$ cat src/hw/rtl/ppid_pkg.sv
package ppid_pkg;

  localparam int SUM_WIDTH = 32;

  localparam int DATA_W     = 16;
  localparam int ERR_W      = DATA_W + 1;
  localparam int DERR_W     = DATA_W + 2;
  localparam int CHUNK_W    = 16;
  localparam int SUM_CHUNKS = (SUM_WIDTH + CHUNK_W - 1) / CHUNK_W;
  localparam int SPAD_W     = SUM_CHUNKS * CHUNK_W;
  localparam int CNT_W      = $clog2(SUM_CHUNKS);

  localparam int MUL_A_W    = 32;
  localparam int MUL_B_W    = ERR_W;
  localparam int PROD_W     = MUL_A_W + MUL_B_W;

  localparam int CLAMP_EXP  = 60;
  localparam int IMAG_W     = CLAMP_EXP + 1;
  localparam int ACC_W      = 64;
  localparam int FRAC_W     = 16;
  localparam int P_SHIFT    = 8;

  localparam int CFG_ADDR_W = 5;
  localparam int CFG_DATA_W = 32;
  localparam int REG_IDX_W  = 3;

  localparam logic [REG_IDX_W-1:0] REG_GAIN_P           = 3'd0;
  localparam logic [REG_IDX_W-1:0] REG_GAIN_I           = 3'd1;
  localparam logic [REG_IDX_W-1:0] REG_GAIN_D           = 3'd2;
  localparam logic [REG_IDX_W-1:0] REG_INTEGRAL_SCALE   = 3'd3;
  localparam logic [REG_IDX_W-1:0] REG_DERIVATIVE_SCALE = 3'd4;

  localparam logic [DATA_W-1:0] SCALE_RESET = 16'd256;

  typedef enum logic [3:0] {
    ST_IDLE,
    ST_EVAL,
    ST_KI,
    ST_KD,
    ST_PROP,
    ST_INTEG,
    ST_APPLY_I,
    ST_DERIV,
    ST_FIN
  } pid_state_t;

endpackage

$ cat src/hw/rtl/positional_pid_controller_top.sv
// Positional PID controller for servo loops. Each request carries a measured
// position and a target position, and yields one 16-bit signed drive value
// Kp*e + Ki*Kimag*sum + Kd*Kdmag*de, with signed Q8.8 gains and unsigned Q8.8
// magnify factors, truncated toward zero and saturated. The integral sum
// saturates at SUM_WIDTH bits, and it and the previous error clear on reset.
// All products go through one shared 32x17 unsigned multiplier, so a request
// steps through EVAL, KI, KD, PROP, INTEG (once per 16-bit sum chunk), APPLY_I,
// DERIV and FIN, and in_stall is high until it is back in IDLE. The result sits in an
// output register, so a new request is accepted while the last one waits.
// Gains are written over the APB port at byte addresses 0, 4, 8, 12 and 16.
module positional_pid_controller_top (
  input  logic                            clk,
  input  logic                            rst_n,
  input  logic                            in_valid,
  output logic                            in_stall,
  input  logic signed [15:0]              in_feedback,
  input  logic signed [15:0]              in_target,
  output logic                            out_valid,
  input  logic                            out_stall,
  output logic signed [15:0]              out_drive,
  input  logic                            cfg_psel,
  input  logic                            cfg_penable,
  input  logic                            cfg_pwrite,
  input  logic [ppid_pkg::CFG_ADDR_W-1:0] cfg_paddr,
  input  logic [ppid_pkg::CFG_DATA_W-1:0] cfg_pwdata,
  output logic [ppid_pkg::CFG_DATA_W-1:0] cfg_prdata,
  output logic                            cfg_pready
);

  import ppid_pkg::*;

  pid_state_t state_r, state_nxt;

  logic [DATA_W-1:0] gain_p_r, gain_i_r, gain_d_r, iscale_r, dscale_r;
  logic [REG_IDX_W-1:0] cfg_idx;
  logic cfg_wr;

  logic [SUM_WIDTH-1:0] error_sum_r, error_sum_nxt;
  logic [ERR_W-1:0]     prev_err_r, prev_err_nxt;

  logic [DATA_W-1:0] fb_r, fb_nxt, tg_r, tg_nxt;
  logic [ERR_W-1:0]  emag_r, emag_nxt;
  logic [ERR_W-1:0]  demag_r, demag_nxt;
  logic [SPAD_W-1:0] s_shift_r, s_shift_nxt;
  logic p_neg_r, p_neg_nxt, i_neg_r, i_neg_nxt, d_neg_r, d_neg_nxt;
  logic [MUL_A_W-1:0] ki_r, ki_nxt, kd_r, kd_nxt;
  logic [IMAG_W-1:0]  imag_r, imag_nxt;
  logic [ACC_W-1:0]   total_r, total_nxt;
  logic [CNT_W-1:0]   cnt_r, cnt_nxt;
  logic               out_valid_r, out_valid_nxt;
  logic [DATA_W-1:0]  drive_r, drive_nxt;

  logic [MUL_A_W-1:0] mul_a;
  logic [MUL_B_W-1:0] mul_b;
  logic [PROD_W-1:0]  prod;

  logic [ERR_W-1:0]       err;
  logic [DERR_W-1:0]      derr;
  logic [SUM_WIDTH:0]     sum_wide;
  logic [SUM_WIDTH-1:0]   sum_sat;
  logic [SUM_WIDTH-1:0]   sum_mag;
  logic                   imag_big;
  logic [IMAG_W:0]        imag_acc;
  logic [ACC_W-1:0]       term;
  logic                   term_neg;
  logic [ACC_W-1:0]       rnd;
  logic [ACC_W-FRAC_W-1:0] quot;
  logic [DATA_W-1:0]      q_sat;
  logic                   out_free;
  logic [DATA_W-1:0]      kp_mag, ki_mag, kd_mag;

  // Configuration port.
  assign cfg_pready = 1'b1;
  assign cfg_idx    = cfg_paddr[CFG_ADDR_W-1:2];
  assign cfg_wr     = cfg_psel & cfg_penable & cfg_pwrite & cfg_pready;

  always_comb begin
    case (cfg_idx)
      REG_GAIN_P:           cfg_prdata = {{(CFG_DATA_W-DATA_W){1'b0}}, gain_p_r};
      REG_GAIN_I:           cfg_prdata = {{(CFG_DATA_W-DATA_W){1'b0}}, gain_i_r};
      REG_GAIN_D:           cfg_prdata = {{(CFG_DATA_W-DATA_W){1'b0}}, gain_d_r};
      REG_INTEGRAL_SCALE:   cfg_prdata = {{(CFG_DATA_W-DATA_W){1'b0}}, iscale_r};
      REG_DERIVATIVE_SCALE: cfg_prdata = {{(CFG_DATA_W-DATA_W){1'b0}}, dscale_r};
      default:              cfg_prdata = '0;
    endcase
  end

  always_ff @(posedge clk) begin
    if (!rst_n) begin
      gain_p_r <= '0;
      gain_i_r <= '0;
      gain_d_r <= '0;
      iscale_r <= SCALE_RESET;
      dscale_r <= SCALE_RESET;
    end else if (cfg_wr) begin
      case (cfg_idx)
        REG_GAIN_P:           gain_p_r <= cfg_pwdata[DATA_W-1:0];
        REG_GAIN_I:           gain_i_r <= cfg_pwdata[DATA_W-1:0];
        REG_GAIN_D:           gain_d_r <= cfg_pwdata[DATA_W-1:0];
        REG_INTEGRAL_SCALE:   iscale_r <= cfg_pwdata[DATA_W-1:0];
        REG_DERIVATIVE_SCALE: dscale_r <= cfg_pwdata[DATA_W-1:0];
        default: ;
      endcase
    end
  end

  assign in_stall  = (state_r != ST_IDLE);
  assign out_valid = out_valid_r;
  assign out_drive = drive_r;
  assign out_free  = !out_valid_r || !out_stall;

  // Next state.
  always_comb begin
    state_nxt = state_r;
    case (state_r)
      ST_IDLE:    if (in_valid) state_nxt = ST_EVAL;
      ST_EVAL:    state_nxt = ST_KI;
      ST_KI:      state_nxt = ST_KD;
      ST_KD:      state_nxt = ST_PROP;
      ST_PROP:    state_nxt = ST_INTEG;
      ST_INTEG:   if (cnt_r == '0) state_nxt = ST_APPLY_I;
      ST_APPLY_I: state_nxt = ST_DERIV;
      ST_DERIV:   state_nxt = ST_FIN;
      ST_FIN:     if (out_free) state_nxt = ST_IDLE;
      default:    state_nxt = ST_IDLE;
    endcase
  end

  // Gain magnitudes are formed at 16 bits so that the most negative gain
  // yields 32768.
  assign kp_mag = gain_p_r[DATA_W-1] ? -gain_p_r : gain_p_r;
  assign ki_mag = gain_i_r[DATA_W-1] ? -gain_i_r : gain_i_r;
  assign kd_mag = gain_d_r[DATA_W-1] ? -gain_d_r : gain_d_r;

  // Shared multiplier operand selection.
  always_comb begin
    case (state_r)
      ST_KI: begin
        mul_a = MUL_A_W'(ki_mag);
        mul_b = MUL_B_W'(iscale_r);
      end
      ST_KD: begin
        mul_a = MUL_A_W'(kd_mag);
        mul_b = MUL_B_W'(dscale_r);
      end
      ST_PROP: begin
        mul_a = MUL_A_W'(kp_mag);
        mul_b = emag_r;
      end
      ST_INTEG: begin
        mul_a = ki_r;
        mul_b = MUL_B_W'(s_shift_r[SPAD_W-1 -: CHUNK_W]);
      end
      ST_DERIV: begin
        mul_a = kd_r;
        mul_b = demag_r;
      end
      default: begin
        mul_a = '0;
        mul_b = '0;
      end
    endcase
  end

  assign prod = PROD_W'(mul_a) * PROD_W'(mul_b);

  // Error, saturated sum and derivative from the latched request.
  assign err      = {tg_r[DATA_W-1], tg_r} - {fb_r[DATA_W-1], fb_r};
  assign derr     = {err[ERR_W-1], err} - {prev_err_r[ERR_W-1], prev_err_r};
  assign sum_wide = {error_sum_r[SUM_WIDTH-1], error_sum_r}
                  + {{(SUM_WIDTH+1-ERR_W){err[ERR_W-1]}}, err};

  always_comb begin
    if (sum_wide[SUM_WIDTH] != sum_wide[SUM_WIDTH-1]) begin
      sum_sat = sum_wide[SUM_WIDTH] ? {1'b1, {(SUM_WIDTH-1){1'b0}}}
                                    : {1'b0, {(SUM_WIDTH-1){1'b1}}};
    end else begin
      sum_sat = sum_wide[SUM_WIDTH-1:0];
    end
  end

  assign sum_mag = sum_sat[SUM_WIDTH-1] ? -sum_sat : sum_sat;

  // Integral magnitude is built from the top chunk down and clamped at 2^60.
  assign imag_big = |imag_r[IMAG_W-1:CLAMP_EXP-CHUNK_W];
  assign imag_acc = (IMAG_W+1)'({imag_r[CLAMP_EXP-CHUNK_W-1:0], {CHUNK_W{1'b0}}})
                  + (IMAG_W+1)'(prod);

  // Signed term added to the running total.
  always_comb begin
    case (state_r)
      ST_PROP: begin
        term     = ACC_W'(prod) << P_SHIFT;
        term_neg = p_neg_r;
      end
      ST_APPLY_I: begin
        term     = ACC_W'(imag_r);
        term_neg = i_neg_r;
      end
      ST_DERIV: begin
        term     = ACC_W'(prod);
        term_neg = d_neg_r;
      end
      default: begin
        term     = '0;
        term_neg = 1'b0;
      end
    endcase
  end

  // Truncation toward zero and output saturation.
  assign rnd  = total_r + (total_r[ACC_W-1] ? ACC_W'((1 << FRAC_W) - 1) : ACC_W'(0));
  assign quot = rnd[ACC_W-1:FRAC_W];

  always_comb begin
    if (quot[ACC_W-FRAC_W-1:DATA_W-1] == '0 || quot[ACC_W-FRAC_W-1:DATA_W-1] == '1) begin
      q_sat = quot[DATA_W-1:0];
    end else begin
      q_sat = quot[ACC_W-FRAC_W-1] ? {1'b1, {(DATA_W-1){1'b0}}}
                                   : {1'b0, {(DATA_W-1){1'b1}}};
    end
  end

  // Datapath next values.
  always_comb begin
    fb_nxt        = fb_r;
    tg_nxt        = tg_r;
    error_sum_nxt = error_sum_r;
    prev_err_nxt  = prev_err_r;
    emag_nxt      = emag_r;
    demag_nxt     = demag_r;
    s_shift_nxt   = s_shift_r;
    p_neg_nxt     = p_neg_r;
    i_neg_nxt     = i_neg_r;
    d_neg_nxt     = d_neg_r;
    ki_nxt        = ki_r;
    kd_nxt        = kd_r;
    imag_nxt      = imag_r;
    total_nxt     = total_r;
    cnt_nxt       = cnt_r;
    drive_nxt     = drive_r;
    out_valid_nxt = out_valid_r && out_stall;
    if (term_neg) begin
      total_nxt = total_r - term;
    end else begin
      total_nxt = total_r + term;
    end
    case (state_r)
      ST_IDLE: begin
        fb_nxt = in_feedback;
        tg_nxt = in_target;
      end
      ST_EVAL: begin
        error_sum_nxt = sum_sat;
        prev_err_nxt  = err;
        emag_nxt      = err[ERR_W-1] ? -err : err;
        demag_nxt     = derr[DERR_W-1] ? ERR_W'(-derr) : derr[ERR_W-1:0];
        s_shift_nxt   = SPAD_W'(sum_mag);
        p_neg_nxt     = gain_p_r[DATA_W-1] ^ err[ERR_W-1];
        i_neg_nxt     = gain_i_r[DATA_W-1] ^ sum_sat[SUM_WIDTH-1];
        d_neg_nxt     = gain_d_r[DATA_W-1] ^ derr[DERR_W-1];
        total_nxt     = '0;
      end
      ST_KI: ki_nxt = prod[MUL_A_W-1:0];
      ST_KD: kd_nxt = prod[MUL_A_W-1:0];
      ST_PROP: begin
        imag_nxt = '0;
        cnt_nxt  = CNT_W'(SUM_CHUNKS - 1);
      end
      ST_INTEG: begin
        if (imag_big || imag_acc > (IMAG_W+1)'(1) << CLAMP_EXP) begin
          imag_nxt = IMAG_W'(1) << CLAMP_EXP;
        end else begin
          imag_nxt = imag_acc[IMAG_W-1:0];
        end
        s_shift_nxt = s_shift_r << CHUNK_W;
        cnt_nxt     = cnt_r - CNT_W'(1);
      end
      ST_FIN: begin
        if (out_free) begin
          drive_nxt     = q_sat;
          out_valid_nxt = 1'b1;
        end
      end
      default: ;
    endcase
  end

  always_ff @(posedge clk) begin
    if (!rst_n) begin
      state_r     <= ST_IDLE;
      out_valid_r <= 1'b0;
      error_sum_r <= '0;
      prev_err_r  <= '0;
    end else begin
      state_r     <= state_nxt;
      out_valid_r <= out_valid_nxt;
      error_sum_r <= error_sum_nxt;
      prev_err_r  <= prev_err_nxt;
    end
  end

  always_ff @(posedge clk) begin
    fb_r      <= fb_nxt;
    tg_r      <= tg_nxt;
    emag_r    <= emag_nxt;
    demag_r   <= demag_nxt;
    s_shift_r <= s_shift_nxt;
    p_neg_r   <= p_neg_nxt;
    i_neg_r   <= i_neg_nxt;
    d_neg_r   <= d_neg_nxt;
    ki_r      <= ki_nxt;
    kd_r      <= kd_nxt;
    imag_r    <= imag_nxt;
    total_r   <= total_nxt;
    cnt_r     <= cnt_nxt;
    drive_r   <= drive_nxt;
  end

endmodule

$ cat config.mk
export PLATFORM = sky130hd
export DESIGN_NAME = positional_pid_controller_top
export DESIGN_NICKNAME = d
export VERILOG_FILES = /design/src/hw/rtl/ppid_pkg.sv /design/src/hw/rtl/positional_pid_controller_top.sv
export SDC_FILE = /design/constraint.sdc
export NUM_CORES = 2
export LEC_CHECK = 0
export ABC_AREA = 1
export BUFFER_PORTS_ARGS = -buffer_cell sky130_fd_sc_hd__buf_4
export CAP_MARGIN = 20
export CELL_PAD_IN_SITES_DETAIL_PLACEMENT = 1
export CELL_PAD_IN_SITES_GLOBAL_PLACEMENT = 1
export CORE_UTILIZATION = 43
export DETAILED_ROUTE_END_ITERATION = 8
export GPL_ROUTABILITY_DRIVEN = 0
export PLACE_DENSITY = 0.8
export SETUP_SLACK_MARGIN = 0.1
export SLEW_MARGIN = 10
export SYNTH_ARGS = -nofsm -noshare
export SYNTH_HDL_FRONTEND = slang
export SYNTH_SLANG_ARGS = --single-unit
$ cat constraint.sdc
create_clock -name clk -period 9.72 [get_ports clk]
set_input_delay 0.486 -clock clk [delete_from_list [all_inputs] [get_ports clk]]
set_output_delay 0.486 -clock clk [all_outputs]
set_load 0.02 [all_outputs]
==> results.ini, run 1 <==
[outcome]
outcome = aborted with a tool error
failed_stage = global routing
firstError = [ERROR GRT-0232] Routing congestion too high. Check the congestion heatmap in the GUI.

[synth]
syn_avg_cell_area_um2 = 6.986
synthMuxAreaShare_pct = 0
yosys.area_share.simple_pct = 26.14
synth_cell_types = 67
synth-compound-area-share_pct = 12.09
syn_area_um2 = 51820
yosys_warnings = 0
synth_xor_area_share_pct = 2.704
synth_seq_area_share_pct = 21.73
synth-edff-count = 243
synth_adder_area_share_pct = 24.97
async_reset_ff_share_pct = 0
netlist_instances = 7418
ys_seq_elements = 441
synth_top_family_by_area = simple AND/OR/NAND/NOR gates
synth_flop_cell = edfxtp_1

[placed_design]
hpwl_um = 185200
dp_slack_ns = -1.771
portBuffers = 91

[sta]
worstEndpointType = sequential cell input
worst_endpoint = total_r[61]$_SDFF_PP0_/D

[floorplan]
ios = 127
fp.dieH_um = 349.2
die_x_um = 349.2
rows = 127
start_util_pct = 43.31

[clock_network]
htree_levels = 2
cts_sinks = 441
cts_root_buf = clkbuf_16
cts_max_path_buffers = 3
numCtsBuffers = 54

[grt]
grt_max_degree = 77
grt-ovfl-total = 436
grt_util_all_layers_pct = 79.58

## through the flow
stage	hold WS [ns]	cell area [um^2]	instances
CTS	0.06761	69080	10280
global placement	0.4500	62360	10030
detailed placement	0.4661	62360	10030
floorplan	0.4353	51880	7433
## repair_timing
| item | 4_1_cts |
|---|---|
| hold endpoints to repair | 32 |
| endpoints found under the setup margin | 110 |
| buffers inserted | 115 |
| pin swaps | 219 |
| cloned | 9 |
| gates resized for setup | 904 |
| hold buffers | 32 |
## cell families after synthesis
family                   count (synthesis)
other                                    2
XOR/XNOR                               160
AO/OA/AOI/OAI                         1108
AND/OR/NAND/NOR                       3284
flip-flops                             441
buffers and inverters                 1661
adder cells (fa/ha/maj)                762
## routing by layer
metal | GRT overflow | GRT usage, %
met4 | 193 | 80.88
met5 | 2 | 49.30
met1 | 11 | 77.21
met3 | 18 | 71.03
met2 | 212 | 91.39
## cells in the mapped netlist (all sizes together), types with 4 or more instances
master	count	area, um^2
nand4	79	494.2
clkinv	18	67.56
nand2	1786	6771
nand3b	33	251.5
o31ai	9	67.56
o211ai	43	322.8
o221ai	20	175.2
ha	308	3854
o21bai	21	161.4
a22o	19	166.4
inv	1443	5416
and2	13	81.33
o21ai	392	1988
or2	23	143.9
xnor2	40	350.3
a31oi	39	244.0
nor3	96	521.8
edfxtp	243	7297
a21boi	10	75.07
buf	86	490.5
a21o	16	120.1
nand3	311	1577
dfxtp	198	3964
o21a	24	180.2
clkbuf	114	429.2
nor2	909	3482
o22ai	34	212.7
fa	454	9089
and3	9	56.30
nor4	20	131.4
a32o	4	40.04
xor2	120	1051
a21oi	443	2217
a221oi	14	122.6
==> inputs of run 2 (changes only) <==
Settings changed: CELL_PAD_IN_SITES_DETAIL_PLACEMENT 1 to default, CELL_PAD_IN_SITES_GLOBAL_PLACEMENT 1 to default, CORE_UTILIZATION 43 to 30, PLACE_DENSITY 0.8 to default, PLACE_DENSITY_LB_ADDON from default to 0.15, SETUP_SLACK_MARGIN 0.1 to default.
Clock period 9.72 ns to 12.64 ns, I/O delays scaled along.
==> run 2 against run 1 <==
Against the previous run: the run now ends clean; synthesized cell count unchanged; area after synthesis did not move.
==> results.ini, run 2 <==
[power_and_ir_drop]
p_leak_nw = 27.47
power.switching_mw = 4.788
p_int_mw = 4.601
pwr-share-comb_pct = 58.2
pwr_density_cell_nw_per_um2 = 163.4
vdd_drop_max_v = 0.0002242
p_clk_share_pct = 18.3
pwr-share-seq_pct = 23.6
switching_share_pct = 50.99

[routing]
drc = 0
routed_wl_um = 190700
wire_per_inst_um = 19.35
vias = 47940
dr.pass1.iters = 7
vias_per_cell = 4.865
detail-route-antenna-nets = 0
drt-initial-drc-count = 3557

[synth]
synth_flop_cell = edfxtp_1  ; unchanged
netlist_instances = 7418  ; unchanged
synth_cell_types = 67  ; unchanged
netlist_top_cells_count = nand2_1 (1765), inv_1 (1426), nor2_1 (893)  ; unchanged
synth.most_common_cell = nand2_1  ; unchanged
synth-edff-count = 243  ; unchanged
ys_seq_elements = 441  ; unchanged
async_reset_ff_share_pct = 0  ; unchanged
synthTopCellsByArea = fa_1 (18%), edfxtp_1 (14%), nand2_1 (13%), inv_1 (10%), dfxtp_1 (7.6%)  ; unchanged
synthDominantCellAreaShare_pct = 17.54  ; unchanged
synth_seq_area_share_pct = 21.73  ; unchanged
syn_area_um2 = 51820  ; unchanged
synth_top_area_cell = fa_1  ; unchanged
yosys_warnings = 0  ; unchanged
syn_avg_cell_area_um2 = 6.986  ; unchanged

[floorplan]
start_util_pct = 30.21  ; was 43.31%
dieArea_um2 = 174400
die_x_um = 417.6  ; was 349.2 um
ios = 127  ; unchanged
fp.coreArea_um2 = 171500
rows = 152  ; was 127
fp.dieH_um = 417.6  ; was 349.2 um

[hold_path]
min_delay_path_depth = 1
whs_endpoint = fb_r[6]
holdCritPathClass = primary input to register
hold_start = in_feedback[6]

[sta]
rsz0062_at_grt = false
fmax_ghz = 0.08505
skew_ns = 0.06245
fin_crit_sh_pct = 93.03
finalSetupViolations = 0
slew_viol_final = 0
hold_violations = 0
tightest_slew_ns = 1.042
relSlewSlack_pct = 30.50
fin_setup_tns_ns = 0
period_minus_slack_ns = 11.76

[clock_network]
cts_sinks = 441  ; unchanged
numCtsBuffers = 55  ; was 54
clk_pin_slew_ns = 0.06
clk_latency_ns = 0.71
cts_root_buf = clkbuf_16  ; unchanged
cts_tree = done
postCtsSetupBuffers = 0  ; was 115
cts_max_path_buffers = 3  ; unchanged
htree_levels = 2  ; unchanged

[grt]
met1_usage_pct = 30.93
grt_pass1_vias = 48050
grt_first_pass_wirelength_um = 292400
globalRouteMet2Util_pct = 35.51
grt_use_met3_pct = 1.821
grt.busiest_layer = met2
grt-ovfl-total = 0
antenna_found_initial = 3
grt_max_degree = 79
grt_util_all_layers_pct = 21.89

[cells_and_area]
regMostFlops = total_r
area_growth_pct = 10.85
nets = 8334
final_cell_mix = nand2_1 (1764), inv_1 (1424), nor2_1 (884), fa_1 (454), a21oi_1 (443)
drive_above_1_share_pct = 5.502
instances_no_fill = 9854
largest_registers = total_r (64), imag_r (61)
layout_commonest_cell = nand2_1
largest_reg_flops = 64

[placed_design]
portBuffers = 91  ; unchanged
hpwl_um = 154500  ; was 185200 um
dp_cells = 9749  ; was 10030

[critical_path]
cp_num_buf_inv = 12
rr_startpoint = state_r[2]
crit_top_cell = inv_1
max_stage_delay_ns = 0.68
cp_max_fo = 15
required_ns = 13.24
endpoint_kind = register
crit_arrival_ns = 12.36
rrSetupSlack_ns = 0.88
critPathTopFamily = simple AND/OR/NAND/NOR gates
r2r_cells = 49
path_class = register to register
start_kind = register
timing.critical_path.slowest_stage_cell = clkinv_1
r2r-end = total_r[58]

[job]
maxCapViolCount = 0

[outcome]
outcome = completed  ; was aborted with a tool error

==> run 2: cell counts after synthesis <==
No cell type changed its count.
==> run 2: cell type report <==
type / count / area (um^2)
fill: 18890 / 114100
multi-input combinational: 5331 / 34290
sequential: 441 / 11260
inverter: 1461 / 5485
tap: 2310 / 2890
timing repair buffer: 206 / 1567
clock buffer: 67 / 1494
clock inverter: 37 / 461.7
antenna: 1 / 2.502
==> run 2: what timing repair did <==
item	CTS	global route
hold buffers	0	0
resized for setup	0	3
setup endpoints to repair	0	5
==> run 2: kinds of logic (layout without fill, tap and decap cells) <==
kind of cell               Yosys count  in the layout  share of synthesized area, %
and+or+nand+nor                   3284           3284                         26.14
other                                2             18                       0.01449
AOI/OAI and AO/OA                 1108           1108                         12.09
xor gates and xnor gates           160            160                         2.704
DFF                                441            441                         21.73
adders and majority gates          762            762                         24.97
buffers and inverters             1661           1771                         12.36
==> run 2: through the flow <==
step / util (%) / total power, mW / area [um^2] / hold WS [ns] / worst slack [ns]
2_1_floorplan: - / 5.994 / 51880 / 0.4353 / 2.468
3_3_place_gp: 32.33 / 7.620 / 55460 / 0.4546 / 0.9249
3_5_place_dp: 32.35 / 7.635 / 55490 / 0.4665 / 1.007
4_1_cts: 33.49 / 9.394 / 57450 / 0.07765 / 0.9028
5_1_grt: 33.49 / 10.23 / 57450 / 0.09166 / 0.05413
6_report: 33.49 / 9.389 / 57450 / 0.1350 / 0.8816
==> run 2: worst register-to-register path, delay by kind of cell (launching register included) <==
family / cells / cell delay [ns]
AND/OR/NAND/NOR: 25 / 4.30
buffers and inverters: 12 / 2.38
flip-flops: 1 / 0.42
AO/OA/AOI/OAI: 4 / 0.97
adder cells (fa/ha/maj): 8 / 3.57
==> run 2: worst max path at each step <==
stage	start	end	slack [ns]	depth (start not counted)
after detailed placement	state_r[2]	total_r[59]	1.01	47
after global routing	gain_p_r[2]	total_r[59]	0.05	56
after floorplan	state_r[1]	total_r[56]	2.47	51
after CTS	state_r[2]	total_r[51]	0.90	48
after global placement	state_r[2]	total_r[56]	0.92	52
final	state_r[2]	total_r[58]	0.88	49
==> run 2: power by group through the flow <==
stage               clock network [mW]  logic (mW)  registers (mW)
floorplan                            0        3.88            2.12
finish                            1.71        5.46            2.21
detailed placement                   0        5.40            2.24
global route                      1.80        6.18            2.24
global placement                     0        5.38            2.24
CTS                               1.76        5.42            2.21
==> run 2: layer usage <==
metal,wire (um),vias up
met2,86230,1142
met4,5712,0
li1,-,23520
met5,0,-
met3,7984,227
met1,90790,23050
(Power assumes the default switching activity.)
